## config.mk

```make
export PLATFORM = sky130hd
export DESIGN_NAME = reno_congestion_window_sender_unit
export DESIGN_NICKNAME = d
export VERILOG_FILES = /design/src/design/rcw_pkg.sv /design/src/design/rcw_front.sv /design/src/design/rcw_jobq.sv /design/src/design/rcw_back.sv /design/src/design/reno_congestion_window_sender_unit.sv
export SDC_FILE = /design/constraint.sdc
export NUM_CORES = 1
export LEC_CHECK = 0
export BUFFER_PORTS_ARGS = -buffer_cell sky130_fd_sc_hd__buf_2
export CAP_MARGIN = 10
export CORE_ASPECT_RATIO = 1.75
export CORE_MARGIN = 8
export CORE_UTILIZATION = 30
export DETAILED_ROUTE_END_ITERATION = 8
export PLACE_DENSITY_LB_ADDON = 0.3
export RECOVER_POWER = 100
export SLEW_MARGIN = 10
export SYNTH_ARGS = -nofsm -noshare
export SYNTH_HDL_FRONTEND = slang
export SYNTH_SLANG_ARGS = --single-unit
```

## constraint.sdc

```tcl
create_clock -name clk_i -period 17 [get_ports clk_i]
set_input_delay 1.7 -clock clk_i [delete_from_list [all_inputs] [get_ports clk_i]]
set_output_delay 1.7 -clock clk_i [all_outputs]
set_load 0.02 [all_outputs]
```

## src/design/rcw_pkg.sv

```systemverilog
// Shared constants, codes and word types of the Reno congestion window sender.
`default_nettype none
package rcw_pkg;

  localparam int unsigned SeqBits   = 16;
  localparam int unsigned WinBits   = 7;
  localparam int unsigned CntBits   = 13;
  localparam int unsigned MaxWindow = 64;

  // event kinds
  localparam logic [1:0] FuncStart   = 2'd0;
  localparam logic [1:0] FuncAck     = 2'd1;
  localparam logic [1:0] FuncTimeout = 2'd2;

  // congestion phases
  localparam logic [1:0] PhaseSlow  = 2'd0;
  localparam logic [1:0] PhaseAvoid = 2'd1;
  localparam logic [1:0] PhaseRecov = 2'd2;

  // config register indexes
  localparam logic CfgInitSsthresh = 1'b0;
  localparam logic CfgDupAckThr    = 1'b1;

  typedef logic [SeqBits-1:0] seq_t;
  typedef logic [WinBits-1:0] win_t;

  // one event's send run plus the status after the event
  typedef struct packed {
    seq_t       base;
    seq_t       sent_len;
    win_t       start_off;
    win_t       end_off;
    logic       no_send;
    win_t       window;
    win_t       threshold;
    logic [1:0] phase;
    logic       done;
  } job_t;

  typedef struct packed {
    logic       send_valid;
    seq_t       seq_no;
    logic       is_resend;
    logic       last;
    win_t       window;
    win_t       threshold;
    logic [1:0] phase;
    logic       done;
  } result_t;

endpackage
`default_nettype wire

```

## src/design/rcw_front.sv

```systemverilog
// Front end: takes events, updates congestion state and describes the send run.
`default_nettype none
module rcw_front (
  input  wire logic                            clk_i,
  input  wire logic                            rst_ni,
  input  wire logic                            cfg_valid_i,
  input  wire logic                            cfg_index_i,
  input  wire logic [rcw_pkg::WinBits-1:0]     cfg_data_i,
  input  wire logic                            accept_i,
  input  wire logic [1:0]                      func_i,
  input  wire logic [rcw_pkg::CntBits-1:0]     packet_count_i,
  input  wire logic [rcw_pkg::SeqBits-1:0]     ack_no_i,
  output rcw_pkg::job_t                        job_o
);

  localparam int unsigned PadBits = rcw_pkg::SeqBits - rcw_pkg::WinBits;

  function automatic rcw_pkg::win_t sat_win(input logic [rcw_pkg::WinBits:0] w);
    rcw_pkg::win_t r;
    if (w > (rcw_pkg::WinBits+1)'(rcw_pkg::MaxWindow)) begin
      r = rcw_pkg::WinBits'(rcw_pkg::MaxWindow);
    end else if (w == '0) begin
      r = rcw_pkg::WinBits'(1);
    end else begin
      r = w[rcw_pkg::WinBits-1:0];
    end
    return r;
  endfunction

  logic [1:0]    phase_q, phase_d;
  rcw_pkg::win_t cwnd_q, cwnd_d;
  rcw_pkg::win_t ssth_q, ssth_d;
  rcw_pkg::win_t avoid_q, avoid_d;
  logic [1:0]    dup_q, dup_d;
  logic [1:0]    dupthr_q, dupthr_d;
  rcw_pkg::seq_t base_q, base_d;
  rcw_pkg::seq_t next_q, next_d;
  rcw_pkg::seq_t end_q, end_d;
  rcw_pkg::seq_t unsent_q, unsent_d;
  logic          active_q, active_d;

  logic          do_send, go_back;
  rcw_pkg::seq_t unsent_pre, sent_len, msg_len, start16;
  rcw_pkg::win_t lim, cwnd_inc, half, avoid_inc;
  logic [1:0]    dup_inc;
  logic          no_send;

  always_comb begin
    phase_d    = phase_q;
    cwnd_d     = cwnd_q;
    ssth_d     = ssth_q;
    avoid_d    = avoid_q;
    dup_d      = dup_q;
    dupthr_d   = dupthr_q;
    base_d     = base_q;
    next_d     = next_q;
    end_d      = end_q;
    unsent_pre = unsent_q;
    active_d   = active_q;
    do_send    = 1'b0;
    go_back    = 1'b0;
    cwnd_inc   = sat_win({1'b0, cwnd_q} + (rcw_pkg::WinBits+1)'(1));
    half       = cwnd_q >> 1;
    avoid_inc  = avoid_q + rcw_pkg::WinBits'(1);
    dup_inc    = (dup_q == 2'd3) ? 2'd3 : dup_q + 2'd1;

    if (accept_i) begin
      unique case (func_i)
        rcw_pkg::FuncStart: begin
          if (!active_q) begin
            dup_d      = '0;
            base_d     = next_q;
            unsent_pre = next_q;
            end_d      = next_q + rcw_pkg::SeqBits'(packet_count_i);
            next_d     = end_d;
            if (packet_count_i != '0) begin
              active_d = 1'b1;
              do_send  = 1'b1;
            end
          end
        end
        rcw_pkg::FuncAck: begin
          if (active_q) begin
            if (ack_no_i == base_q) begin
              dup_d  = '0;
              base_d = base_q + rcw_pkg::SeqBits'(1);
              unique case (phase_q)
                rcw_pkg::PhaseSlow: begin
                  cwnd_d  = cwnd_inc;
                  do_send = 1'b1;
                  if (cwnd_inc >= ssth_q) phase_d = rcw_pkg::PhaseAvoid;
                end
                rcw_pkg::PhaseAvoid: begin
                  if (avoid_inc >= cwnd_q) begin
                    cwnd_d  = cwnd_inc;
                    avoid_d = '0;
                  end else begin
                    avoid_d = avoid_inc;
                  end
                  do_send = 1'b1;
                end
                default: begin
                  // leaving fast recovery: window falls back to the threshold
                  cwnd_d  = sat_win({1'b0, ssth_q});
                  phase_d = rcw_pkg::PhaseAvoid;
                end
              endcase
              active_d = (base_d != end_q);
            end else if (phase_q == rcw_pkg::PhaseRecov) begin
              cwnd_d  = cwnd_inc;
              do_send = 1'b1;
            end else begin
              dup_d = dup_inc;
              if (dup_inc == dupthr_q) begin
                ssth_d  = half;
                cwnd_d  = sat_win({1'b0, half} + (rcw_pkg::WinBits+1)'(3));
                go_back = 1'b1;
                do_send = 1'b1;
                phase_d = rcw_pkg::PhaseRecov;
                dup_d   = '0;
                avoid_d = '0;
              end
            end
          end
        end
        rcw_pkg::FuncTimeout: begin
          if (active_q) begin
            ssth_d  = half;
            cwnd_d  = rcw_pkg::WinBits'(1);
            avoid_d = '0;
            dup_d   = '0;
            go_back = 1'b1;
            do_send = 1'b1;
            phase_d = rcw_pkg::PhaseSlow;
          end
        end
        default: ;
      endcase
    end

    // send run in window offsets from the new base
    sent_len = unsent_pre - base_d;
    msg_len  = end_d - base_d;
    lim      = (msg_len < rcw_pkg::SeqBits'(cwnd_d)) ? msg_len[rcw_pkg::WinBits-1:0] : cwnd_d;
    start16  = go_back ? '0 : sent_len;
    no_send  = !do_send || (start16 >= {{PadBits{1'b0}}, lim});
    unsent_d = unsent_pre;
    if (!no_send && ({{PadBits{1'b0}}, lim} > sent_len)) begin
      unsent_d = base_d + rcw_pkg::SeqBits'(lim);
    end

    if (cfg_valid_i) begin
      if (cfg_index_i == rcw_pkg::CfgInitSsthresh) begin
        ssth_d = (cfg_data_i > rcw_pkg::WinBits'(rcw_pkg::MaxWindow)) ?
                 rcw_pkg::WinBits'(rcw_pkg::MaxWindow) : cfg_data_i;
      end else begin
        dupthr_d = cfg_data_i[1:0];
      end
    end
  end

  always_comb begin
    job_o.base      = base_d;
    job_o.sent_len  = sent_len;
    job_o.start_off = start16[rcw_pkg::WinBits-1:0];
    job_o.end_off   = lim;
    job_o.no_send   = no_send;
    job_o.window    = cwnd_d;
    job_o.threshold = ssth_d;
    job_o.phase     = phase_d;
    job_o.done      = !active_d;
  end

  always_ff @(posedge clk_i or negedge rst_ni) begin
    if (!rst_ni) begin
      phase_q  <= rcw_pkg::PhaseSlow;
      cwnd_q   <= rcw_pkg::WinBits'(1);
      ssth_q   <= rcw_pkg::WinBits'(rcw_pkg::MaxWindow);
      avoid_q  <= '0;
      dup_q    <= '0;
      dupthr_q <= 2'd3;
      base_q   <= rcw_pkg::SeqBits'(1);
      next_q   <= rcw_pkg::SeqBits'(1);
      end_q    <= rcw_pkg::SeqBits'(1);
      unsent_q <= rcw_pkg::SeqBits'(1);
      active_q <= 1'b0;
    end else begin
      phase_q  <= phase_d;
      cwnd_q   <= cwnd_d;
      ssth_q   <= ssth_d;
      avoid_q  <= avoid_d;
      dup_q    <= dup_d;
      dupthr_q <= dupthr_d;
      base_q   <= base_d;
      next_q   <= next_d;
      end_q    <= end_d;
      unsent_q <= unsent_d;
      active_q <= active_d;
    end
  end

endmodule
`default_nettype wire

```

## src/design/rcw_jobq.sv

```systemverilog
// Two-entry queue of send-run descriptors between front and back end.
`default_nettype none
module rcw_jobq (
  input  wire logic          clk_i,
  input  wire logic          rst_ni,
  input  wire logic          push_i,
  input  wire rcw_pkg::job_t data_i,
  input  wire logic          pop_i,
  output rcw_pkg::job_t      data_o,
  output logic               full_o,
  output logic               empty_o
);

  rcw_pkg::job_t mem_q [2];
  logic          wr_q, rd_q;
  logic [1:0]    cnt_q;

  assign full_o  = (cnt_q == 2'd2);
  assign empty_o = (cnt_q == 2'd0);
  assign data_o  = mem_q[rd_q];

  always_ff @(posedge clk_i) begin
    if (push_i) mem_q[wr_q] <= data_i;
  end

  always_ff @(posedge clk_i or negedge rst_ni) begin
    if (!rst_ni) begin
      wr_q  <= 1'b0;
      rd_q  <= 1'b0;
      cnt_q <= '0;
    end else begin
      if (push_i) wr_q <= !wr_q;
      if (pop_i)  rd_q <= !rd_q;
      cnt_q <= cnt_q + {1'b0, push_i} - {1'b0, pop_i};
    end
  end

endmodule
`default_nettype wire

```

## src/design/rcw_back.sv

```systemverilog
// Back end: walks one send run and puts out one result word per cycle while its waiting word is popped.
`default_nettype none
module rcw_back (
  input  wire logic          clk_i,
  input  wire logic          rst_ni,
  input  wire logic          job_vld_i,
  input  wire rcw_pkg::job_t job_i,
  output logic               job_pop_o,
  input  wire logic          res_pop_i,
  output logic               res_vld_o,
  output rcw_pkg::result_t   res_o
);

  localparam int unsigned PadBits = rcw_pkg::SeqBits - rcw_pkg::WinBits;

  logic              busy_q, res_vld_q;
  rcw_pkg::job_t     cur_q;
  rcw_pkg::win_t     off_q, off_nxt;
  rcw_pkg::result_t  res_q, res_d;
  logic              slot_free, emit;

  assign slot_free = !res_vld_q || res_pop_i;
  assign emit      = busy_q && slot_free;
  assign job_pop_o = !busy_q && job_vld_i;
  assign off_nxt   = off_q + rcw_pkg::WinBits'(1);

  always_comb begin
    res_d.window    = cur_q.window;
    res_d.threshold = cur_q.threshold;
    res_d.phase     = cur_q.phase;
    res_d.done      = cur_q.done;
    if (cur_q.no_send) begin
      res_d.send_valid = 1'b0;
      res_d.seq_no     = '0;
      res_d.is_resend  = 1'b0;
      res_d.last       = 1'b1;
    end else begin
      res_d.send_valid = 1'b1;
      res_d.seq_no     = cur_q.base + rcw_pkg::SeqBits'(off_q);
      res_d.is_resend  = ({{PadBits{1'b0}}, off_q} < cur_q.sent_len);
      res_d.last       = (off_nxt == cur_q.end_off);
    end
  end

  always_ff @(posedge clk_i) begin
    if (job_pop_o) begin
      cur_q <= job_i;
      off_q <= job_i.start_off;
    end else if (emit) begin
      off_q <= off_nxt;
    end
    if (emit) res_q <= res_d;
  end

  always_ff @(posedge clk_i or negedge rst_ni) begin
    if (!rst_ni) begin
      busy_q    <= 1'b0;
      res_vld_q <= 1'b0;
    end else begin
      if (job_pop_o) begin
        busy_q <= 1'b1;
      end else if (emit && res_d.last) begin
        busy_q <= 1'b0;
      end
      if (emit) begin
        res_vld_q <= 1'b1;
      end else if (res_pop_i) begin
        res_vld_q <= 1'b0;
      end
    end
  end

  assign res_vld_o = res_vld_q;
  assign res_o     = res_q;

endmodule
`default_nettype wire

```

## src/design/reno_congestion_window_sender_unit.sv

```systemverilog
// Top level of the Reno congestion window sender with Go-Back-N resend.
// An event word (start, ack, timeout) is taken whenever the two-entry
// job queue has room; the front end updates the congestion state right
// away. The back end then loads the job and puts out max(1, n) result
// words for that event, one per cycle while each waiting word is popped,
// where n is the number of send orders (at most the window, 64). The
// sustained event rate is thus set by the back end's single result port,
// and it drops whenever a waiting word is not popped.
// Config writes are always taken (ready is tied high).
`default_nettype none
module reno_congestion_window_sender_unit (
  input  wire logic                          clk_i,
  input  wire logic                          rst_ni,
  input  wire logic                          cfg_valid_i,
  output logic                               cfg_ready_o,
  input  wire logic                          cfg_index_i,
  input  wire logic [rcw_pkg::WinBits-1:0]   cfg_data_i,
  input  wire logic                          push,
  output logic                               full,
  input  wire logic [1:0]                    func_i,
  input  wire logic [rcw_pkg::CntBits-1:0]   packet_count_i,
  input  wire logic [rcw_pkg::SeqBits-1:0]   ack_no_i,
  output logic                               empty,
  input  wire logic                          pop,
  output logic                               send_valid_o,
  output logic [rcw_pkg::SeqBits-1:0]        seq_no_o,
  output logic                               is_resend_o,
  output logic                               last_o,
  output logic [rcw_pkg::WinBits-1:0]        window_o,
  output logic [rcw_pkg::WinBits-1:0]        threshold_o,
  output logic [1:0]                         phase_o,
  output logic                               done_res_o
);

  rcw_pkg::job_t    job_in, job_out;
  rcw_pkg::result_t res;
  logic             accept, jq_full, jq_empty, jq_pop, res_vld;

  assign cfg_ready_o = 1'b1;
  assign accept      = push && !jq_full;
  assign full        = jq_full;

  rcw_front u_front (
    .clk_i          (clk_i),
    .rst_ni         (rst_ni),
    .cfg_valid_i    (cfg_valid_i),
    .cfg_index_i    (cfg_index_i),
    .cfg_data_i     (cfg_data_i),
    .accept_i       (accept),
    .func_i         (func_i),
    .packet_count_i (packet_count_i),
    .ack_no_i       (ack_no_i),
    .job_o          (job_in)
  );

  rcw_jobq u_jobq (
    .clk_i   (clk_i),
    .rst_ni  (rst_ni),
    .push_i  (accept),
    .data_i  (job_in),
    .pop_i   (jq_pop),
    .data_o  (job_out),
    .full_o  (jq_full),
    .empty_o (jq_empty)
  );

  rcw_back u_back (
    .clk_i     (clk_i),
    .rst_ni    (rst_ni),
    .job_vld_i (!jq_empty),
    .job_i     (job_out),
    .job_pop_o (jq_pop),
    .res_pop_i (pop),
    .res_vld_o (res_vld),
    .res_o     (res)
  );

  assign empty        = !res_vld;
  assign send_valid_o = res.send_valid;
  assign seq_no_o     = res.seq_no;
  assign is_resend_o  = res.is_resend;
  assign last_o       = res.last;
  assign window_o     = res.window;
  assign threshold_o  = res.threshold;
  assign phase_o      = res.phase;
  assign done_res_o   = res.done;

  // a status-only word always closes its event
  a_nosend_last: assert property (@(posedge clk_i) disable iff (!rst_ni)
    (!empty && !send_valid_o) |-> (last_o && seq_no_o == '0 && !is_resend_o))
    else $error("status-only word malformed");

  a_window_range: assert property (@(posedge clk_i) disable iff (!rst_ni)
    !empty |-> (window_o != '0 &&
                window_o <= rcw_pkg::WinBits'(rcw_pkg::MaxWindow)))
    else $error("window out of range");

  a_thresh_range: assert property (@(posedge clk_i) disable iff (!rst_ni)
    !empty |-> (threshold_o <= rcw_pkg::WinBits'(rcw_pkg::MaxWindow)))
    else $error("threshold out of range");

  a_word_held: assert property (@(posedge clk_i) disable iff (!rst_ni)
    (!empty && !pop) |=> (!empty && $stable(seq_no_o) && $stable(last_o)))
    else $error("waiting word changed");

endmodule
`default_nettype wire

```

# Word-level counts from Yosys, hierarchy flattened
# Memories as Yosys holds them, arrays and structs flattened.
# Cells that the tools add are included.
totals:
  output_inout_bits: 39
  word_cells: 200
  ram_bits: 128
  mem_count: 1
  register_bits: 198
  input_bits: 44
op_classes:
  reduce_logical: 33
  n_eq_ne: 16
  n_lt_le_gt_ge: 10
  add_sub_neg: 13
  muxes: 93
  bitwise: 1
mem_list:
  columns: ["memory", "words", "word_bits", "rd", "rd_clocked_by_memory_dff", "wr", "line", "rtl"]
  rows:
  - ["u_jobq.mem_q", 2, 64, 1, 0, 1, "rcw_jobq.sv:14", "rcw_pkg::job_t mem_q [2];"]
ops:
  columns: ["op", "count"]
  rows:
  - ["$mux W7", 32]
  - ["$mux W16", 12]
  - ["$pmux W7 S2", 4]
  - ["$add A16 B7 Y16", 2]
  - ["$pmux W16 S2", 1]
  - ["$sub A16 B16 Y16", 2]
  - ["$mux W2", 14]
  - ["$mux W1", 23]
  - ["$mux W19", 1]
  - ["$add A16 B1 Y16 const B", 1]
  - ["$add A16 B13 Y16", 1]
  - ["$eq A16 B16 Y1", 1]
  - ["$ge A16 B7 Y1", 1]
  - ["$gt A7 B16 Y1", 1]
  - ["$gt A8 B7 Y1 const B", 2]
  - ["$logic_not A8 Y1", 2]
  - ["$lt A16 B7 Y1", 1]
  - ["$lt A7 B16 Y1", 1]
  - ["$ne A16 B16 Y1", 1]
  - ["$add A7 B1 Y7 const B", 2]
  - ["$ge A7 B7 Y1", 2]
  - ["$gt A7 B7 Y1 const B", 2]
  - ["$reduce_bool A13 Y1", 1]
  - ["$logic_not A1 Y1", 9]
  - ["other kinds (30)", 47]

# Logic depth before layout (Yosys ltp)
# Gate-level depths: netlist of run 1.
depth:
  word_depth: 17
  ltp_mapped: 43
  mapped_depth_nobuf: 42

# Cells and area by module
# Synthesis of run 1 repeated with hierarchy kept, for this count alone.
hier_totals:
  hier_cells: 1693
  area_unflattened_um2: 18828.1
modules_own_cells:
  columns: ["module", "area_per_inst_um2", "seq_area_each_um2", "n_inst", "cells_per_inst"]
  rows:
  - ["rcw_front", 9696.8, 2312.2, 1, 1226]
  - ["rcw_jobq", 5021.1, 3943.8, 1, 214]
  - ["rcw_back", 4077.7, 3052.9, 1, 248]
  - ["reno_congestion_window_sender_unit", 32.5, 0.0, 1, 5]

# Worst setup path before layout of run 1
# OpenSTA, ideal clock, no wires.
synth_path:
  path_type: "input to register"
  startpoint: "input port ack_no_i[2] (netlist name)"
  endpoint: "register u_front.unsent_q[7]"
  setup_slack_ns: 7.672
  arrival_ns: 9.201
  path_buffers: 2
  path_stages: 35
  path_cell_list: "xnor2_1 > nand4_1 > nor4_4 > clkbuf_1 > nand2_1 > a32oi_1 > nand2_1 > a22oi_1 > inv_1 > fa_1 > nor2b_1 > o31a_1 > o21ai_0 > a21boi_0 > ha_1 > inv_1 > o22ai_1 > a211oi_1 > nand4_1 > nor4_1 > nor4b_2 > nand2_1 > a21oi_1 > inv_1 > ha_1 > a21o_1 > a2111oi_0 > o21ai_0 > a21oi_1 > nand2_1 > a211o_1 > a21o_1 > a2111oi_4 > buf_6 > mux2_1"
synth_lines:
  columns: ["element", "line", "rtl"]
  rows:
  - ["start: declaration", "reno_congestion_window_sender_unit.sv:22", "input wire logic [rcw_pkg::SeqBits-1:0] ack_no_i,"]
  - ["end signal: assignment", "rcw_front.sv:185", "unsent_q <= rcw_pkg::SeqBits'(1);"]
  - ["end signal: assignment", "rcw_front.sv:197", "unsent_q <= unsent_d;"]
  - ["end: declaration", "rcw_front.sv:39", "rcw_pkg::seq_t unsent_q, unsent_d;"]

==> impl_metrics.toml, run 1 <==
[floorplanning]
die_h_microns = 342
ioPinCount = 83
dieArea_sq_um = 69400
start_util_pct = 30.4
die_w_microns = 203
fp.coreArea_sq_um = 60200
rows = 119

[clock_network]
cts_buffers = 30
tritoncts = "done"
cts.repair.resized = 0
clk_path_buf_depth = 3
htreeDepth = 1
cts_hold_buf = 0
cts_num_sinks = 326
clkLatencyLatePin_ps = 590
cts_root_buf = "clkbuf_16"
clk_pin_slew_ps = 70
cts_setup_buffers = 0

[logic_synthesis]
yosys.area.top_type_share_pct = 37.5
synth_top_area_cell = "edfxtp_1"
synthAdderAreaFrac_pct = 8.15
avgSynthCellArea_sq_um = 10.9
netlist_instances = 1680
synthArstFlopShare_pct = 30.1
yosysUniqueCellTypes = 85
yosysSeqAreaShare_pct = 51.0
synth_mux_area_share_pct = 5.94
synth_top_family_by_area = "compound AO/OA/AOI/OAI gates"
syn_area_sq_um = 18300
synth_edf_count = 228
yosys-top-cells-area = "edfxtp_1 37%, dfrtp_1 12%, ha_1 7.6%"
synth.most_common_cell = "edfxtp_1"
synth_simple_gate_area_share_pct = 12.4
synth_nets = 1840
synthXorXnorAreaFrac_pct = 5.99
synthTopCellsByCount = "228 x edfxtp_1, 184 x nand2_1, 111 x ha_1, 111 x inv_1, 91 x nor2_1"
ys_warn_count = 0
synthFlopType = "edfxtp_1"
synth-seq-cells = 326
synth_compound_area_share_pct = 12.7

[power_and_ir_drop]
pwr-share-comb_pct = 45.9
power_mw = 4.19
clockPowerShare_pct = 18.0
switching_power_mw = 1.68
intPower_mw = 2.50
switching_share_pct = 40.2
leakage_nw = 8.21
p_per_area_nw_per_um2 = 204
p_seq_share_pct = 36.1
ir_drop_mv = 0.0884

[timing]
relSlewSlack_pct = -172
worst_pin_slew_ps = 4070
post-route-period-util_pct = 74.7
finalClockSkew_ps = 12.1
timing.hold.ws_ps = 419
slew_viol_final = 355
max_freq_mhz = 78.8
finalSetupTns_ps = 0
fin_crit_ps = 12690
setup_viol = 0
hold_violations = 0
rsz0062_at_grt = "no"

[worst_setup_path]
endpoint_kind = "flip-flop"
critPathArrivalTime_ps = 13160
reg2regPathDepth = 33
crit_required_ps = 17470
path_class = "in -> reg"
max_stage_delay_ps = 1030
crit_slowest_cell = "clkbuf_1"
critPathMaxFanout = 53
start_kind = "input pin"

[finish]
area_growth_pct = 12.1
fillers = 6114
drive_gt1_share_pct = 9.67
fin_util_pct = 34.0
nets = 1904

[drt]
routed_wl_mm = 50.8
first_iter_violations = 631
vias = 12909
avgViaCountPerCell = 5.05
drt-pass1-iter-count = 5
ant_nets = 0
wl_per_cell_microns = 19.9
route.detailed.drc = 0

[run_status]
violations = "capacitance limit, slew limit"
outcome = "finished with violations"

[placement]
port_buffers = 81
gp_congestion = 0.956
hpwl_mm = 38.5

[global_route]
overflow = 0
grt_max_degree = 72
antenna_found_initial = 1
grt_pass1_wl_mm = 78.2
track_usage_pct = 14.4
grt_pass1_vias = 13414

[hold_path]
hold_depth = 0
hp-class = "reg -> reg"

[job]
drv_cap = 8
[layout make-up]
cell class	instances	area, sq um	share of cell area [%]
well taps	786	983	4.80
multi-input cells	1174	8220	40.2
clock inverters	16	259	1.26
repair buffers	100	439	2.14
diodes	1	2.50	0.0122
clock buffers	40	840	4.10
inverters	112	420	2.05
flip-flops and latches	326	9310	45.5
[cell families after synthesis]
group           Yosys count
flops                   326
mux                      98
simple gates            476
other cells               1
xor+xnor                125
compound gates          358
fa+ha+maj               116
buf+inv                 180
[power groups by stage]
stage	clock, mW	sequential [mW]	combinational, mW
after floorplan	0	1.46	1.40
after global placement	0	1.51	1.92
after detailed placement	0	1.52	1.96
after CTS	0.778	1.50	1.97
after global routing	0.801	1.55	2.16
final	0.753	1.51	1.92
[worst max-delay path, delay by kind of cell]
kind,cells,cell delay (ps)
mux,1,430
simple gates,9,2950
fa+ha+maj,4,1040
buf+inv,8,3550
compound gates,14,3430
[cell usage in the layout (no fill, tap or decap), drive strengths merged, types with 43 or more instances in the layout]
master  Yosys  final
buf        12     43
xnor2      87     87
nor2       91     91
dfrtp      90     90
mux2       83     83
nand2     184    184
edfxtp    228    228
o21ai      86     86
inv       111    115
ha        111    111
clkbuf     56     97
a21oi      90     90
[layer usage]
layer / track usage, % / up-vias / wire [microns]
met5: 0 / - / 0
li1: - / 6203 / -
met2: 27.2 / 283 / 27200
met1: 15.4 / 6317 / 19500
met4: 7.26 / 0 / 2260
met3: 1.73 / 106 / 1730
[stage by stage]
stage	instances	cell area, sq um	setup slack [ps]
finish	2555	20500	4310
global route	2554	20500	3760
CTS	2554	20600	6760
detailed placement	2498	19500	6160
global placement	2498	19500	6160
floorplan	1680	18300	7670
[state kept, by name (all words and copies together), names as in the netlist, 2 cells and up]
name	cells
u_back.cur_q	57
u_back.off_q	7
u_back.res_o	36
u_front.avoid_q	7
u_front.base_q	16
u_front.cwnd_q	7
u_front.dup_q	2
u_front.dupthr_q	2
u_front.end_q	16
u_front.next_q	16
u_front.phase_q	2
u_front.ssth_q	7
u_front.unsent_q	16
u_jobq.cnt_q	2
u_jobq.mem_q	128
[final timing paths]
kind                                  from  slack [ps]                  end
min in group asynchronous           rst_ni        1590   u_front.avoid_q[0]
min reg2reg                u_back.cur_q[6]         420      u_back.res_o[6]
min                        u_back.cur_q[6]         420      u_back.res_o[6]
max reg2reg                u_jobq.cnt_q[0]        5260  u_front.unsent_q[4]
max in group asynchronous           rst_ni       10720   u_front.next_q[15]
max                              func_i[1]        4310  u_front.unsent_q[4]
Power figures use the tool's default switching activity.
==> run 2: changes to the inputs <==
clock period = 12.57 ns   (was 17 ns; I/O delays follow)
==> run 2 against run 1 <==
The flow still finishes with violations (capacitance limit, slew limit). Critical endpoint is now u_front.unsent_q[2]. Utilization fell by 0.18 points. Combinational power rose by 34%. Critical path type unchanged. Routed wire length fell by 1.2%. Clock-buffer cell count fell by 4. Critical path depth did not move. Clock power rose by 24%.
==> impl_metrics.toml, run 2 (synthesis results as in run 1) <==
[hold_path]
hold_path_startpoint = "u_back.cur_q[4]"
hold_path_end = "u_back.res_o[4]"
hold_depth = 0
hp-class = "reg -> reg"

[floorplanning]
die_w_microns = 203
ioPinCount = 83
die_h_microns = 342
fp.coreArea_sq_um = 60200
rows = 119
dieArea_sq_um = 69400
start_util_pct = 30.4

[finish]
drive_gt1_share_pct = 9.67
final_common_cell = "edfxtp_1"
nets = 1904
regMostFlops = "u_jobq.mem_q"
post-route-cell-area_sq_um = 20400
largest_reg_flops = 128
final_cell_mix = "228 x edfxtp_1, 184 x nand2_1, 111 x inv_1, 111 x ha_1, 91 x nor2_1"
area_growth_pct = 11.5

[worst_setup_path]
crit_slowest_cell = "clkbuf_1"
endpoint_kind = "flip-flop"
crit_required_ps = 13030
crit_buf_inv = 8
max_stage_delay_ps = 640
crit_family = "compound AO/OA/AOI/OAI gates"
critPathArrivalTime_ps = 11210
critPathMaxFanout = 53
ff2ff_setup_slack_ps = 2110
reg2regPathDepth = 35
path_class = "in -> reg"
crit-reg2reg-launch = "u_front.base_q[11]"
timing.rr.end = "u_front.unsent_q[2]"
start_kind = "input pin"

[timing]
max_freq_mhz = 93.0
relSlewSlack_pct = -182
rsz0062_at_grt = "no"
hold_violations = 0
slew_viol_final = 330
worst_pin_slew_ps = 4230
post-route-period-util_pct = 85.5
setup_viol = 0
finalSetupTns_ps = 0
fin_crit_ps = 10750
finalClockSkew_ps = 26.5

[clock_network]
cts_hold_buf = 0
htreeDepth = 1
cts_num_sinks = 326
cts_setup_buffers = 0
tritoncts = "done"
cts.repair.resized = 0
clk_path_buf_depth = 3
clk_pin_slew_ps = 70
cts_root_buf = "clkbuf_16"
cts_buffers = 30
clkLatencyLatePin_ps = 590

[run_status]
outcome = "finished with violations"
violations = "capacitance limit, slew limit"

[drt]
drt-pass1-iter-count = 5
route.detailed.drc = 0
ant_nets = 0
wl_per_cell_microns = 19.6
routed_wl_mm = 50.1
vias = 12839
first_iter_violations = 566
avgViaCountPerCell = 5.03

[placement]
port_buffers = 81
hpwl_mm = 38.2
gp_congestion = 0.949
dpl_cell_area_sq_um = 19500

[global_route]
use_met2_pct = 27.1
overflow = 0
use_met3_pct = 1.77
track_usage_pct = 14.2
grt_pass1_wl_mm = 77.7
met1_usage_pct = 15.0
grt_max_degree = 73
grt_pass1_vias = 13449
grt_busiest_layer = "met2"
antenna_found_initial = 2

[job]
drv_cap = 6

[power_and_ir_drop]
ir_drop_mv = 0.104
p_per_area_nw_per_um2 = 273
leakage_nw = 8.15
## run 2: changes by cell type in the layout (fill, tap and decap cells not counted), sizes merged
cell,before,now
clkbuf,97,92
clkinv,6,11
bufinv,6,3
clkinvlp,1,4
buf,43,44
inv,115,114
## run 2: stage by stage
stage	hold WS [ps]	util, %	setup WS [ps]	power, mW	cells
2_1_floorplan	400	-	3680	3.87	1680
3_3_place_gp	401	32.5	2330	4.64	2498
3_5_place_dp	405	32.5	2280	4.69	2498
4_1_cts	421	34.1	2860	5.65	2554
5_1_grt	431	33.9	1160	5.98	2554
6_report	421	33.9	1820	5.55	2555
## run 2: worst reg2reg max path: cells and delay by family (launching register included)
kind,cells,cell delay (ps)
fa+ha+maj,3,880
xor+xnor,1,430
compound gates,16,3940
buf+inv,5,1480
mux,1,380
flops,1,500
simple gates,9,2720
## run 2: final cells by class
type	instances	area [sq um]
diodes	1	2.50
clock buffers	36	795
clock inverters	20	204
fillers	6157	39800
inverters	112	420
multi-input cells	1174	8210
flip-flops and latches	326	9310
well taps	786	983
repair buffers	100	445
## run 2: power breakdown
| part | total (mW) | internal [mW] | switching (mW) |
|---|---|---|---|
| clock | 0.937 | 0.518 | 0.419 |
| combinational | 2.57 | 1.00 | 1.57 |
| sequential | 2.05 | 1.79 | 0.262 |
| total | 5.55 | 3.30 | 2.25 |
## run 2: layer usage
layer  share of wire (%)  wire, microns  vias to the layer above
met4                 5.2           2600                        2
met2                  53          26700                      288
met5               0.026             13                        -
met1                  38          19300                     6231
li1                    -              -                     6195
met3                 3.2           1600                      123
## run 2: worst max path at each step
stage	from	end	cells past startpoint
after global placement	ack_no_i[11]	u_front.unsent_q[2]	35
final	func_i[1]	u_front.unsent_q[2]	36
after floorplan	ack_no_i[2]	u_front.unsent_q[7]	35
after detailed placement	func_i[0]	u_front.unsent_q[6]	35
after CTS	func_i[1]	u_front.unsent_q[2]	35
after global routing	func_i[1]	u_front.unsent_q[2]	36
==> run 3: changes to the inputs <==
GPL_TIMING_DRIVEN = 0   (was not set)
==> run 3 against run 2 <==
The run still ends with capacitance limit, slew limit left. Utilization rose by 0.41 points. Via count rose by 1.8%. Sequential power fell by 3%. Sequential share of layout area fell by 0.54 points. Register-to-register slack got worse by 1200 ps. Die area did not move. Non-clock buffer count rose by 56. Clock power fell by 2%. First-iteration DRC count rose by 25%.
==> impl_metrics.toml, run 3 (synthesis results as in run 1) <==
[finish]
final_common_cell = "edfxtp_1"
nets = 1960
n_antenna_cell = 0
area_growth_pct = 12.8
regMostFlops = "u_jobq.mem_q"
largest_reg_flops = 128
fillers = 6103
final_cell_mix = "228 x edfxtp_1, 184 x nand2_1, 114 x clkbuf_1"
drive_gt1_share_pct = 9.98

[power_and_ir_drop]
p_per_area_nw_per_um2 = 272
leakage_nw = 8.23
ir_drop_mv = 0.109

[worst_setup_path]
crit_buf_inv = 10
critPathArrivalTime_ps = 12460
cp.depth = 38
critPathCapture = "u_front.unsent_q[13]"
critPathMaxFanout = 10
ff2ff_setup_slack_ps = 900
reg2regPathDepth = 36
crit_slowest_cell = "a2111oi_4"
start_kind = "input pin"
startpoint = "func_i[0]"
crit_family = "compound AO/OA/AOI/OAI gates"
crit-reg2reg-launch = "u_front.active_q"
max_stage_delay_ps = 680
crit_top_cell = "nand2_1"
crit_required_ps = 13030
endpoint_kind = "flip-flop"
path_class = "in -> reg"
timing.rr.end = "u_front.unsent_q[13]"

[drt]
first_iter_violations = 710
wl_per_cell_microns = 20.1
ant_nets = 0
avgViaCountPerCell = 5.01
drt-pass1-iter-count = 5
vias = 13070
route.detailed.drc = 0
routed_wl_mm = 52.5

[timing]
max_freq_mhz = 83.3
fin_crit_ps = 12000
finalSetupTns_ps = 0
slew_viol_final = 242
setup_viol = 0
finalClockSkew_ps = 21.3
hold_violations = 0
rsz0062_at_grt = "no"
worst_pin_slew_ps = 4280
post-route-period-util_pct = 95.5
timing.hold.ws_ps = 421
relSlewSlack_pct = -185

[floorplanning]
fp.coreArea_sq_um = 60200
die_h_microns = 342
ioPinCount = 83
start_util_pct = 30.4
dieArea_sq_um = 69400
rows = 119
die_w_microns = 203

[run_status]
outcome = "finished with violations"
violations = "capacitance limit, slew limit"

[clock_network]
tritoncts = "done"
cts_root_buf = "clkbuf_16"
cts_buffers = 30
cts_num_sinks = 326
clkLatencyLatePin_ps = 580
htreeDepth = 1
clk_path_buf_depth = 3
cts_hold_buf = 0
clk_pin_slew_ps = 70

[global_route]
antenna_found_initial = 2
grt_pass1_wl_mm = 79.8
grt_pass1_vias = 13599
grt_max_degree = 74
track_usage_pct = 14.9
overflow = 0

[placement]
port_buffers = 81
gp_congestion = 0.955
hpwl_mm = 41.2

[hold_path]
hp-class = "reg -> reg"
hold_depth = 0

[job]
drv_cap = 5
[run 3: changes by cell type in the layout (fill, tap and decap cells not counted), moves of 2 or more]
cell      change
buf_2         +7
clkinv_1      +2
clkbuf_8      +2
inv_6         -2
mux2_2        +4
buf_4         -3
clkinv_2      -4
clkbuf_1     +53
mux2_1        -4
[run 3: final cells by class]
| type | instances | area (sq um) | area share, % |
|---|---|---|---|
| repair buffers | 88 | 382 | 1.85 |
| inverters | 112 | 422 | 2.05 |
| well taps | 786 | 983 | 4.77 |
| flip-flops and latches | 326 | 9310 | 45.2 |
| clock inverters | 15 | 149 | 0.722 |
| plain buffers | 68 | 280 | 1.36 |
| multi-input cells | 1174 | 8250 | 40.0 |
| clock buffers | 41 | 833 | 4.04 |
[run 3: what timing repair did]
item | CTS | global route
setup endpoints to repair | 0 | 16
setup buffers | 0 | 2
gates resized for setup | 0 | 4
[run 3: layer usage]
metal | wire (microns) | track usage [%]
met5 | 11 | 0
met4 | 2840 | 8.06
met3 | 1740 | 1.61
met2 | 28600 | 29.0
met1 | 19200 | 15.1
[run 3: worst min-delay path by stage]
stage,from,to,slack [ps]
final,u_back.cur_q[10],u_back.res_o[10],420
after global placement,u_back.cur_q[5],u_back.res_o[5],400
after CTS,u_back.cur_q[6],u_back.res_o[6],420
after global routing,u_back.cur_q[6],u_back.res_o[6],420
after detailed placement,u_back.cur_q[10],u_back.res_o[10],410
after floorplan,u_back.cur_q[0],u_back.res_o[0],400
[run 3: stage by stage]
stage          setup WS [ps]  power, mW  utilization, %  instances  area (sq um)
6_report                 570       5.60            34.3       2610         20600
5_1_grt                 49.1       6.04            34.3       2610         20600
4_1_cts                  319       5.71            34.5       2608         20800
3_5_place_dp            -312       4.76            32.9       2552         19800
3_3_place_gp            -149       4.69            32.7       2547         19700
2_1_floorplan           3680       3.87               -       1680         18300
[run 3: worst reg2reg max path, delay by kind of cell, from the launching register on]
| kind | cells | cell delay, ps |
|---|---|---|
| buffers and inverters | 8 | 3070 |
| adder cells (fa/ha/maj) | 4 | 1270 |
| AND/OR/NAND/NOR | 8 | 1700 |
| AO/OA/AOI/OAI | 15 | 4660 |
| multiplexers | 1 | 360 |
| flip-flops | 1 | 500 |
[run 3: where the power goes]
part           switching (mW)  internal, mW  leakage [nW]
clock network           0.411         0.509         0.466
registers               0.198          1.78          3.40
logic                    1.69          1.00          4.36
total                    2.30          3.30          8.23
